File: src/hw/rtl/lru_fully_associative_cache_assert.svh
// ----------------------------------------------------------------------------
// lru_fully_associative_cache_assert.svh
// Assertion macros shared by the LRU cache RTL; clocked on clk, off in reset.
// ----------------------------------------------------------------------------
`ifndef LRU_FULLY_ASSOCIATIVE_CACHE_ASSERT_SVH
`define LRU_FULLY_ASSOCIATIVE_CACHE_ASSERT_SVH

// cond holds at every edge out of reset
`define LFAC_ASSERT_HOLDS(lbl, cond, msg) \
    lbl: assert property (@(posedge clk) disable iff (!rst_n) (cond)) else $error(msg);

// ante implies cons in the same cycle
`define LFAC_ASSERT_IMPL(lbl, ante, cons, msg) \
    lbl: assert property (@(posedge clk) disable iff (!rst_n) (ante) |-> (cons)) \
        else $error(msg);

// ante implies cons in the next cycle
`define LFAC_ASSERT_NEXT(lbl, ante, cons, msg) \
    lbl: assert property (@(posedge clk) disable iff (!rst_n) (ante) |=> (cons)) \
        else $error(msg);

`endif

File: src/hw/rtl/lfac_pkg.sv
// ----------------------------------------------------------------------------
// lfac_pkg
// Sizes, register codes and the entry type of the LRU cache.
// ----------------------------------------------------------------------------
package lfac_pkg;

    localparam int ENTRIES   = 64;
    localparam int KEY_PARTS = 4;

    localparam int PART_W = 16;
    localparam int KEY_W  = PART_W * KEY_PARTS;
    localparam int VAL_W  = 32;
    localparam int IDX_W  = $clog2(ENTRIES);
    localparam int CNT_W  = $clog2(ENTRIES + 1);
    localparam int CAP_W  = 7;
    localparam int OCC_W  = 7;
    localparam int CMP_W  = (CNT_W > CAP_W) ? CNT_W : CAP_W;

    localparam logic [CAP_W-1:0] CAP_RESET = 7'd64;

    // register index = paddr[2]
    localparam logic REG_CAPACITY = 1'b0;

    typedef struct packed {
        logic [KEY_W-1:0] key;
        logic [VAL_W-1:0] value;
    } entry_t;

endpackage

File: src/hw/rtl/lfac_cell.sv
// ----------------------------------------------------------------------------
// lfac_cell
// One rank of the recency chain: holds an entry, loads from its neighbor.
// ----------------------------------------------------------------------------
module lfac_cell
    import lfac_pkg::*;
(
    input  logic             clk,
    input  logic             shift_en,
    input  entry_t           entry_in,
    input  logic [KEY_W-1:0] probe_key,
    output entry_t           entry_out,
    output logic             key_eq
);

    entry_t entry_reg;
    entry_t entry_next;

    assign entry_next = shift_en ? entry_in : entry_reg;

    always_ff @(posedge clk)
    begin
        entry_reg <= entry_next;
    end

    assign entry_out = entry_reg;
    assign key_eq    = (entry_reg.key == probe_key);

endmodule
File: config.mk
export PLATFORM = sky130hd
export DESIGN_NAME = lfac_cell
export DESIGN_NICKNAME = d
export VERILOG_FILES = /design/src/hw/rtl/lru_fully_associative_cache_assert.svh /design/src/hw/rtl/lfac_pkg.sv /design/src/hw/rtl/lfac_cell.sv
export SDC_FILE = /design/constraint.sdc
export NUM_CORES = 1
export LEC_CHECK = 0
export BUFFER_PORTS_ARGS = -buffer_cell sky130_fd_sc_hd__buf_2
export CORE_MARGIN = 5
export CORE_UTILIZATION = 35
export DETAILED_ROUTE_END_ITERATION = 16
export PLACE_DENSITY_LB_ADDON = 0.08
export SYNTH_ARGS = -nofsm -noshare
export SYNTH_HDL_FRONTEND = slang
export SYNTH_SLANG_ARGS = --single-unit
export TNS_END_PERCENT = 5
File: constraint.sdc
create_clock -name clk -period 1.6 [get_ports clk]
set_clock_uncertainty 0.05 [all_clocks]
set_input_delay 0.16 -clock clk [delete_from_list [all_inputs] [get_ports clk]]
set_output_delay 0.16 -clock clk [all_outputs]
set_load 0.02 [all_outputs]
# == Word-level counts from Yosys, hierarchy flattened ==
# Index checks and enable logic that the tools add are counted.
# totals
regBits,96
inputBits,162
out_inout_bits,97
word_cells,3
# op_classes
n_eq_ne,1
# ops
op,n
equality test 64 bit,1

# == Longest topological paths before layout ==
# Gate-level depths: netlist of the first run.
# depth
ltp_word,1
depth_mapped,4
mapped_depth_nobuf,4

# == Least setup slack after synthesis of the first run ==
# Ideal clock, no wire load.
# synth_path
path_kind,reg2out
start,register entry_reg (netlist bit entry_out[42])
end,output port key_eq
t_arrival_ps,1584
required_ps,1390
path_stages_with_launch,5
setup_slack_ps,-194
path_buffers,0
cell_sequence,edfxtp_1 > xor2_1 > nor4_1 > nand4_1 > nor4_2
# synth_between
elab_chain_len,1
# synth_rtl
item,line_no,source
from (decl),lfac_cell.sv:16,entry_t entry_reg;
from (signal assigned),lfac_cell.sv:23,entry_reg <= entry_next;
equality test 64 bit,lfac_cell.sv:27,assign key_eq = (entry_reg.key == probe_key);
to (decl),lfac_cell.sv:13,output logic key_eq
# No other way between the ends.

# == Worst setup path in the final report of the first run ==
# layout_path
start,register entry_reg (netlist bit entry_out[32])
end,output port key_eq
# Same word-level chain as after synthesis.

==> results of run 1 <==
[power breakdown]
group	switching, mW	total [mW]	internal (mW)
Sequential	0.101	3.09	2.99
Combinational	0.563	1.11	0.549
Clock	0.841	1.57	0.726
[metrics by stage]
stage,hold slack (ps),setup TNS (ps),cells,setup WS (ps)
floorplan,209,-130,181,-130
global placement,286,-267,590,-267
detailed placement,288,-294,590,-294
CTS,299,-623,703,-623
global route,295,-686,705,-686
finish,305,-531,705,-531
[cell families (layout without fill, tap and decap cells)]
logic type	count (synthesis)	after routing	synth area share, %
xor gates and xnor gates	64	64	15.7
DFF	96	96	80.5
and+or+nand+nor	21	21	3.84
buffers and inverters	0	388	0
[final cells by class]
class / count / area (sq um) / share of cell area [%]
clock inverters: 7 / 70.1 / 1.10
repair buffers: 372 / 2400 / 37.7
well taps: 136 / 170 / 2.67
multi-input cells: 85 / 732 / 11.5
clock buffers: 9 / 124 / 1.94
flip-flops and latches: 96 / 2880 / 45.2
[how the worst min path moves through the flow]
stage	end	slack, ps	depth (start not counted)
after global placement	entry_out[6]	290	1
after CTS	entry_out[86]	300	2
after detailed placement	entry_out[26]	290	1
after floorplan	entry_out[0]	210	0
final	entry_out[27]	300	2
after global routing	entry_out[1]	300	2
[routing by layer]
metal	vias up	part of all wire, %
met3	12	10
met4	0	1.7
met5	-	0
met1	1372	33
met2	142	55
li1	1454	-
[timing repair]
action,CTS,global route
pin swaps,5,4
hold endpoints to repair,96,0
hold buffers,96,0
endpoints found under the setup margin,1,1
setup buffers,1,2
gates resized for setup,5,0
[layout by cell type, fill, tap and decap left out, types with 2 or more instances in the layout]
master,instances
buf_2,256
edfxtp_1,96
dlygate4sd3_1,96
xor2_1,64
buf_4,19
nor4_1,12
clkbuf_8,9
nor4_2,4
nand4_1,4
clkinv_2,3
inv_6,2
[worst max-delay path, stage by stage, from the launching register on]
cell and delay, ps:
edfxtp_1 430, xor2_1 160, nor4_1 310, nand4_1 210, nor4_4 280, buf_4 180
==> flow_summary.yaml, run 1 <==
run_status:
  status: "finished, violations left"
  violations: "setup timing"
grt:
  grt_usage_pct: 17.8
  grt_pass1_vias: 3371
  globalRouteOverflowTotal: 0
  grt_util_met2_pct: 33.0
  groute.layer.met3.usage_pct: 7.91
  grt_use_met1_pct: 17.5
  grt_max_degree: 70
  antenna_found_initial: 0
  grt_busiest_layer: "met2"
  grt_pass1_wl_mm: 17.1
timing:
  period_needed_ps: 2130
  hold_violations: 0
  tightest_slew_ps: 356
  relSlewSlack_pct: 76.3
  rsz0062_at_grt: "true"
  timing.final.crit_share_pct: 133
  fmax_mhz: 469
  setup_viol: 1
  setup_slack_ps: -531
  drv_slew: 0
routing:
  viasPerCell: 4.23
  avgRoutedWirePerCell_um: 15.6
  drtIter0Drc: 71
  routed_wl_mm: 11.0
  ant_nets: 0
  vias: 2980
  first_pass_iters: 4
  drc: 0
setup_path:
  cp_max_fo: 2
  worstSetupEndpoint: "key_eq"
  path_class: "flip-flop to output port"
  cp-startpoint: "entry_out[32]"
  crit_required_ps: 1390
  startpoint_type: "flip-flop"
  worstPathArrival_ps: 1920
  critPathCaptureType: "output port"
cts:
  cts_sinks: 96
  cts_max_level: 3
  clk_path_buf_depth: 2
  cts_tree: "built"
  root_buffer: "clkbuf_8"
  clkSlewWorstSetupHoldPaths_ps: 100
  cts_made_buffers: 9
synth:
  synth_area_per_cell_sq_um: 19.8
  netlist.area_leader.share_pct: 80.5
  ys_ff_latch: 96
  synth_area_leader_cell: "edfxtp_1"
  synthFlopType: "edfxtp_1"
  yosysMostFrequentCell: "edfxtp_1"
  synth_area_sq_um: 3580
  syn-num-nets: 343
  ys_top_cells_by_area: "edfxtp_1 81%, xor2_1 16%, nor4_1 2.8%"
  yosys_warnings: 0
  seq_area_frac_synth_pct: 80.5
  synthCells: 181
  synthDistinctLibCells: 5
  async_flop_share_pct: 0
  synth-edff-count: 96
  synth_common_cells: "96 x edfxtp_1, 64 x xor2_1, 16 x nor4_1"
floorplan:
  dieArea_sq_um: 12400
  die_h_um: 111
  start_util_pct: 35.3
  rows: 37
  coreArea_sq_um: 10100
  num_io_pins: 259
  die_x_um: 111
finish:
  largest_register_ffs: 96
  drive_gt1_share_pct: 52.2
  design_area_sq_um: 6380
  area_delta_synth_final_pct: 78.3
  fin_nets: 726
  utilization_pct: 63.0
  antenna_cells: 0
  fillCellCount: 769
power:
  leakage_nw: 2.85
  irDropWorstVdd_uv: 528
  powerDensity_nw_per_um2: 904
  p_total_mw: 5.77
worst_hold_path:
  min_from: "shift_en"
  hold_class: "input port to flip-flop"
placement:
  gp_congestion: 0.787
  placed_area_sq_um: 5180
  hpwl_mm: 7.83
  port_buffers: 258
run:
  drv_cap: 0
Note: power is estimated with default switching activity, not from simulation.
==> run 2: changes to the inputs <==
--- a/config.mk
+++ b/config.mk
@@ -6,6 +6,7 @@
 export NUM_CORES = 1
 export LEC_CHECK = 0
 export BUFFER_PORTS_ARGS = -buffer_cell sky130_fd_sc_hd__buf_2
+export CORE_ASPECT_RATIO = 0.75
 export CORE_MARGIN = 5
 export CORE_UTILIZATION = 35
 export DETAILED_ROUTE_END_ITERATION = 16
==> flow_summary.yaml, run 2 (synthesized netlist as in run 1, its figures left out) <==
run_status:
  status: "finished, violations left"
  violations: "setup timing"
cts:
  root_buffer: "clkbuf_16"
  cts_made_buffers: 9
  clk_path_buf_depth: 2
  clkSlewWorstSetupHoldPaths_ps: 60
  cts_max_level: 3
  cts_tree: "built"
  post_cts_buffers: 0
  cts_sinks: 96
timing:
  setup_slack_ps: -531
  tightest_slew_ps: 323
  relSlewSlack_pct: 78.2
  drv_slew: 0
  hold_violations: 0
  period_needed_ps: 2130
  fmax_mhz: 469
  setup_viol: 1
  rsz0062_at_grt: "true"
  timing.final.crit_share_pct: 133
finish:
  final_cells: 696
  fin_nets: 717
  fillCellCount: 800
  mostFrequentLayoutCells: "256 x buf_2, 96 x edfxtp_1, 96 x dlygate4sd3_1"
  antenna_cells: 0
  largest_register_ffs: 96
  final_common_cell: "buf_2"
  design_area_sq_um: 6480
  drive_gt1_share_pct: 52.0
  area_delta_synth_final_pct: 81.0
grt:
  grt_pass1_wl_mm: 16.8
  globalRouteOverflowTotal: 0
  grt_pass1_vias: 3304
  grt_usage_pct: 17.7
  antenna_found_initial: 0
  grt_max_degree: 31
placement:
  placed_area_sq_um: 5150
  port_buffers: 258
  hpwl_mm: 8.24
  dpl_worst_slack_ps: -293
  dp.cells: 584
  gp_congestion: 0.807
run:
  drv_cap: 0
floorplan:
  dieArea_sq_um: 12400
  coreArea_sq_um: 10100
  die_h_um: 97.6
  die_x_um: 127
  num_io_pins: 259
  rows: 32
  start_util_pct: 35.4
power:
  intPower_mw: 4.90
  pwr-share-seq_pct: 48.0
  clockPowerShare_pct: 34.8
  p_total_mw: 6.45
  comb_power_share_pct: 17.2
  irDropWorstVdd_uv: 851
  switching_power_mw: 1.55
  powerDensity_nw_per_um2: 996
  leakage_nw: 2.86
  swShare_pct: 24.1
setup_path:
  path_class: "flip-flop to output port"
  crit_required_ps: 1390
  startpoint_type: "flip-flop"
  cp_max_fo: 2
  worstPathArrival_ps: 1920
  critPathCaptureType: "output port"
routing:
  first_pass_iters: 4
  routed_wl_mm: 11.2
  drc: 0
  drtIter0Drc: 72
  viasPerCell: 4.23
  vias: 2946
  avgRoutedWirePerCell_um: 16.1
  ant_nets: 0
worst_hold_path:
  hold_class: "input port to flip-flop"
## run 2: what timing repair did
item | in CTS | in global routing
hold buffers | 96 | 0
endpoints found under the hold margin | 96 | 0
setup endpoints to repair | 1 | 1
gates resized for setup | 3 | 7
pin swaps | 2 | 6
## run 2: layout make-up
| class | instances | area [sq um] | area share [%] |
|---|---|---|---|
| clock buffers | 11 | 233 | 3.59 |
| clock inverters | 5 | 81.3 | 1.26 |
| well taps | 136 | 170 | 2.63 |
| repair buffers | 363 | 2350 | 36.3 |
| multi-input cells | 85 | 763 | 11.8 |
| flip-flops and latches | 96 | 2880 | 44.5 |
## run 2: power groups by stage
stage	Sequential [mW]	Combinational, mW	Clock (mW)
after floorplan	3.40	0.136	0
after global placement	3.14	0.897	0
after detailed placement	3.15	0.903	0
after CTS	3.10	1.10	2.31
after global routing	3.12	1.19	2.41
final	3.10	1.11	2.24
## run 2: per-stage QoR
step	utilization (%)	setup TNS [ps]	hold slack, ps
detailed placement	50.8	-293	288
global route	64.0	-677	193
global placement	50.8	-246	287
CTS	63.5	-623	185
finish	64.0	-531	196
floorplan	-	-130	209
## run 2: final timing paths
check                          from           end  slack [ps]  cells after the start
worst max-delay path  entry_out[61]        key_eq        -530                      5
worst min-delay path       shift_en  entry_out[4]         200                      1
## run 2: routing by layer
layer,routed length (um),up-vias,GRT usage [%]
li1,-,1437,-
met1,3940,1360,18.7
met2,5990,137,32.2
met3,1110,12,7.36
met4,140,0,5.03
met5,0,-,0
## run 2: worst max-delay path, cell delays in order, from the launching register on
cell and delay [ps]:
edfxtp_1 400, xor2_1 170, nor4_2 320, nand4_1 230, nor4_4 290, buf_4 180
==> run 3: changes to the inputs <==
--- a/config.mk
+++ b/config.mk
@@ -10,7 +10,7 @@
 export CORE_MARGIN = 5
 export CORE_UTILIZATION = 35
 export DETAILED_ROUTE_END_ITERATION = 16
-export PLACE_DENSITY_LB_ADDON = 0.08
+export PLACE_DENSITY = 0.71
 export SYNTH_ARGS = -nofsm -noshare
 export SYNTH_HDL_FRONTEND = slang
 export SYNTH_SLANG_ARGS = --single-unit
==> flow_summary.yaml, run 3 (synthesized netlist as in run 1, its figures left out) <==
setup_path:
  crit_path_cell_trace: "xor2_1 -> nor4_2 -> nand4_1 -> nor4_4 -> buf_4"
  cp_max_fo: 2
  path_class: "flip-flop to output port"
  critPathCaptureType: "output port"
  critPathTopFamily: "simple AND/OR/NAND/NOR gates"
  cp_slowest_cell: "edfxtp_1"
  cp-startpoint: "entry_out[36]"
  worstPathArrival_ps: 1930
  worstSetupPathDepth: 5
  crit_required_ps: 1390
  worstSetupEndpoint: "key_eq"
  startpoint_type: "flip-flop"
  critical_path.max_stage_delay_ps: 410
  cp_num_buf_inv: 1
cts:
  cts_made_buffers: 9
  clk_path_buf_depth: 2
  clkSlewWorstSetupHoldPaths_ps: 70
  cts_max_level: 3
  cts_tree: "built"
  root_buffer: "clkbuf_16"
  cts_sinks: 96
finish:
  area_delta_synth_final_pct: 83.3
  drive_gt1_share_pct: 53.1
  mostFrequentLayoutCells: "256 x buf_2, 96 x edfxtp_1, 96 x dlygate4sd3_1"
  largest_register_ffs: 96
  antenna_cells: 0
  fin_nets: 735
  final_common_cell: "buf_2"
  fillCellCount: 749
  utilization_pct: 64.8
timing:
  fmax_mhz: 467
  tightest_slew_ps: 299
  period_needed_ps: 2140
  hold_violations: 0
  setup_tns_ps: -541
  timing.final.crit_share_pct: 134
  relSlewSlack_pct: 79.9
  setup_slack_ps: -541
  drv_slew: 0
  rsz0062_at_grt: "true"
  setup_viol: 1
power:
  irDropWorstVdd_uv: 742
  powerDensity_nw_per_um2: 956
  p_total_mw: 6.28
  leakage_nw: 2.93
grt:
  grt_usage_pct: 19.1
  grt_pass1_vias: 3533
  globalRouteOverflowTotal: 0
  grt_pass1_wl_mm: 18.3
  antenna_found_initial: 0
  grt_max_degree: 57
routing:
  drc: 0
  routed_wl_mm: 11.9
  drtIter0Drc: 103
  ant_nets: 0
  viasPerCell: 4.38
  vias: 3124
  avgRoutedWirePerCell_um: 16.7
  first_pass_iters: 4
floorplan:
  die_h_um: 97.6
  coreArea_sq_um: 10100
  dieArea_sq_um: 12400
  rows: 32
  die_x_um: 127
  start_util_pct: 35.4
  num_io_pins: 259
run:
  drv_cap: 0
placement:
  hpwl_mm: 7.99
  port_buffers: 258
  gp_congestion: 0.869
run_status:
  violations: "setup timing"
  status: "finished, violations left"
worst_hold_path:
  min_from: "shift_en"
  hold-path-cell-count: 1
  hold_class: "input port to flip-flop"
-- run 3: layer usage --
layer	part of all wire (%)	vias up	global-route usage, %	routed length (um)
met4	1.0	0	4.45	119
met2	53	186	34.9	6280
li1	-	1474	-	-
met3	11	11	7.20	1310
met1	35	1453	21.0	4220
met5	0	-	0	0
-- run 3: power breakdown --
| group | leakage (nW) | internal, mW | switching, mW |
|---|---|---|---|
| Clock | 0.129 | 1.08 | 0.927 |
| Sequential | 0.940 | 3.00 | 0.113 |
| Combinational | 1.86 | 0.575 | 0.588 |
-- run 3: per-stage QoR --
step                      cells  worst slack (ps)  area (sq um)  hold slack, ps
after global routing        714              -670          6570            83.9
final                       714              -541          6570            89.8
after CTS                   714              -566          6550            79.9
after global placement      596              -309          5240             287
after detailed placement    596              -332          5240             288
after floorplan             181              -130          3590             209
-- run 3: repair_timing --
action	CTS	global route
pin swaps	5	4
setup endpoints to repair	1	1
endpoints found under the hold margin	96	0
hold buffers	96	0
resized for setup	4	3
buffers inserted	6	0
cloned	0	0
-- run 3: layout make-up --
type                       instances  area [sq um]  share of cell area, %
clock buffer                      10           229                   3.49
clock inverter                     6          53.8                  0.820
multi-input combinational         85           744                   11.3
sequential                        96          2880                   43.9
tap                              136           170                   2.59
timing repair buffer             381          2480                   37.9
-- run 3: worst min path at each step --
| stage | end | slack, ps |
|---|---|---|
| 2_1_floorplan | entry_out[0] | 210 |
| 3_3_place_gp | entry_out[48] | 290 |
| 3_5_place_dp | entry_out[66] | 290 |
| 4_1_cts | entry_out[79] | 80 |
| 5_1_grt | entry_out[50] | 80 |
| 6_report | entry_out[79] | 90 |
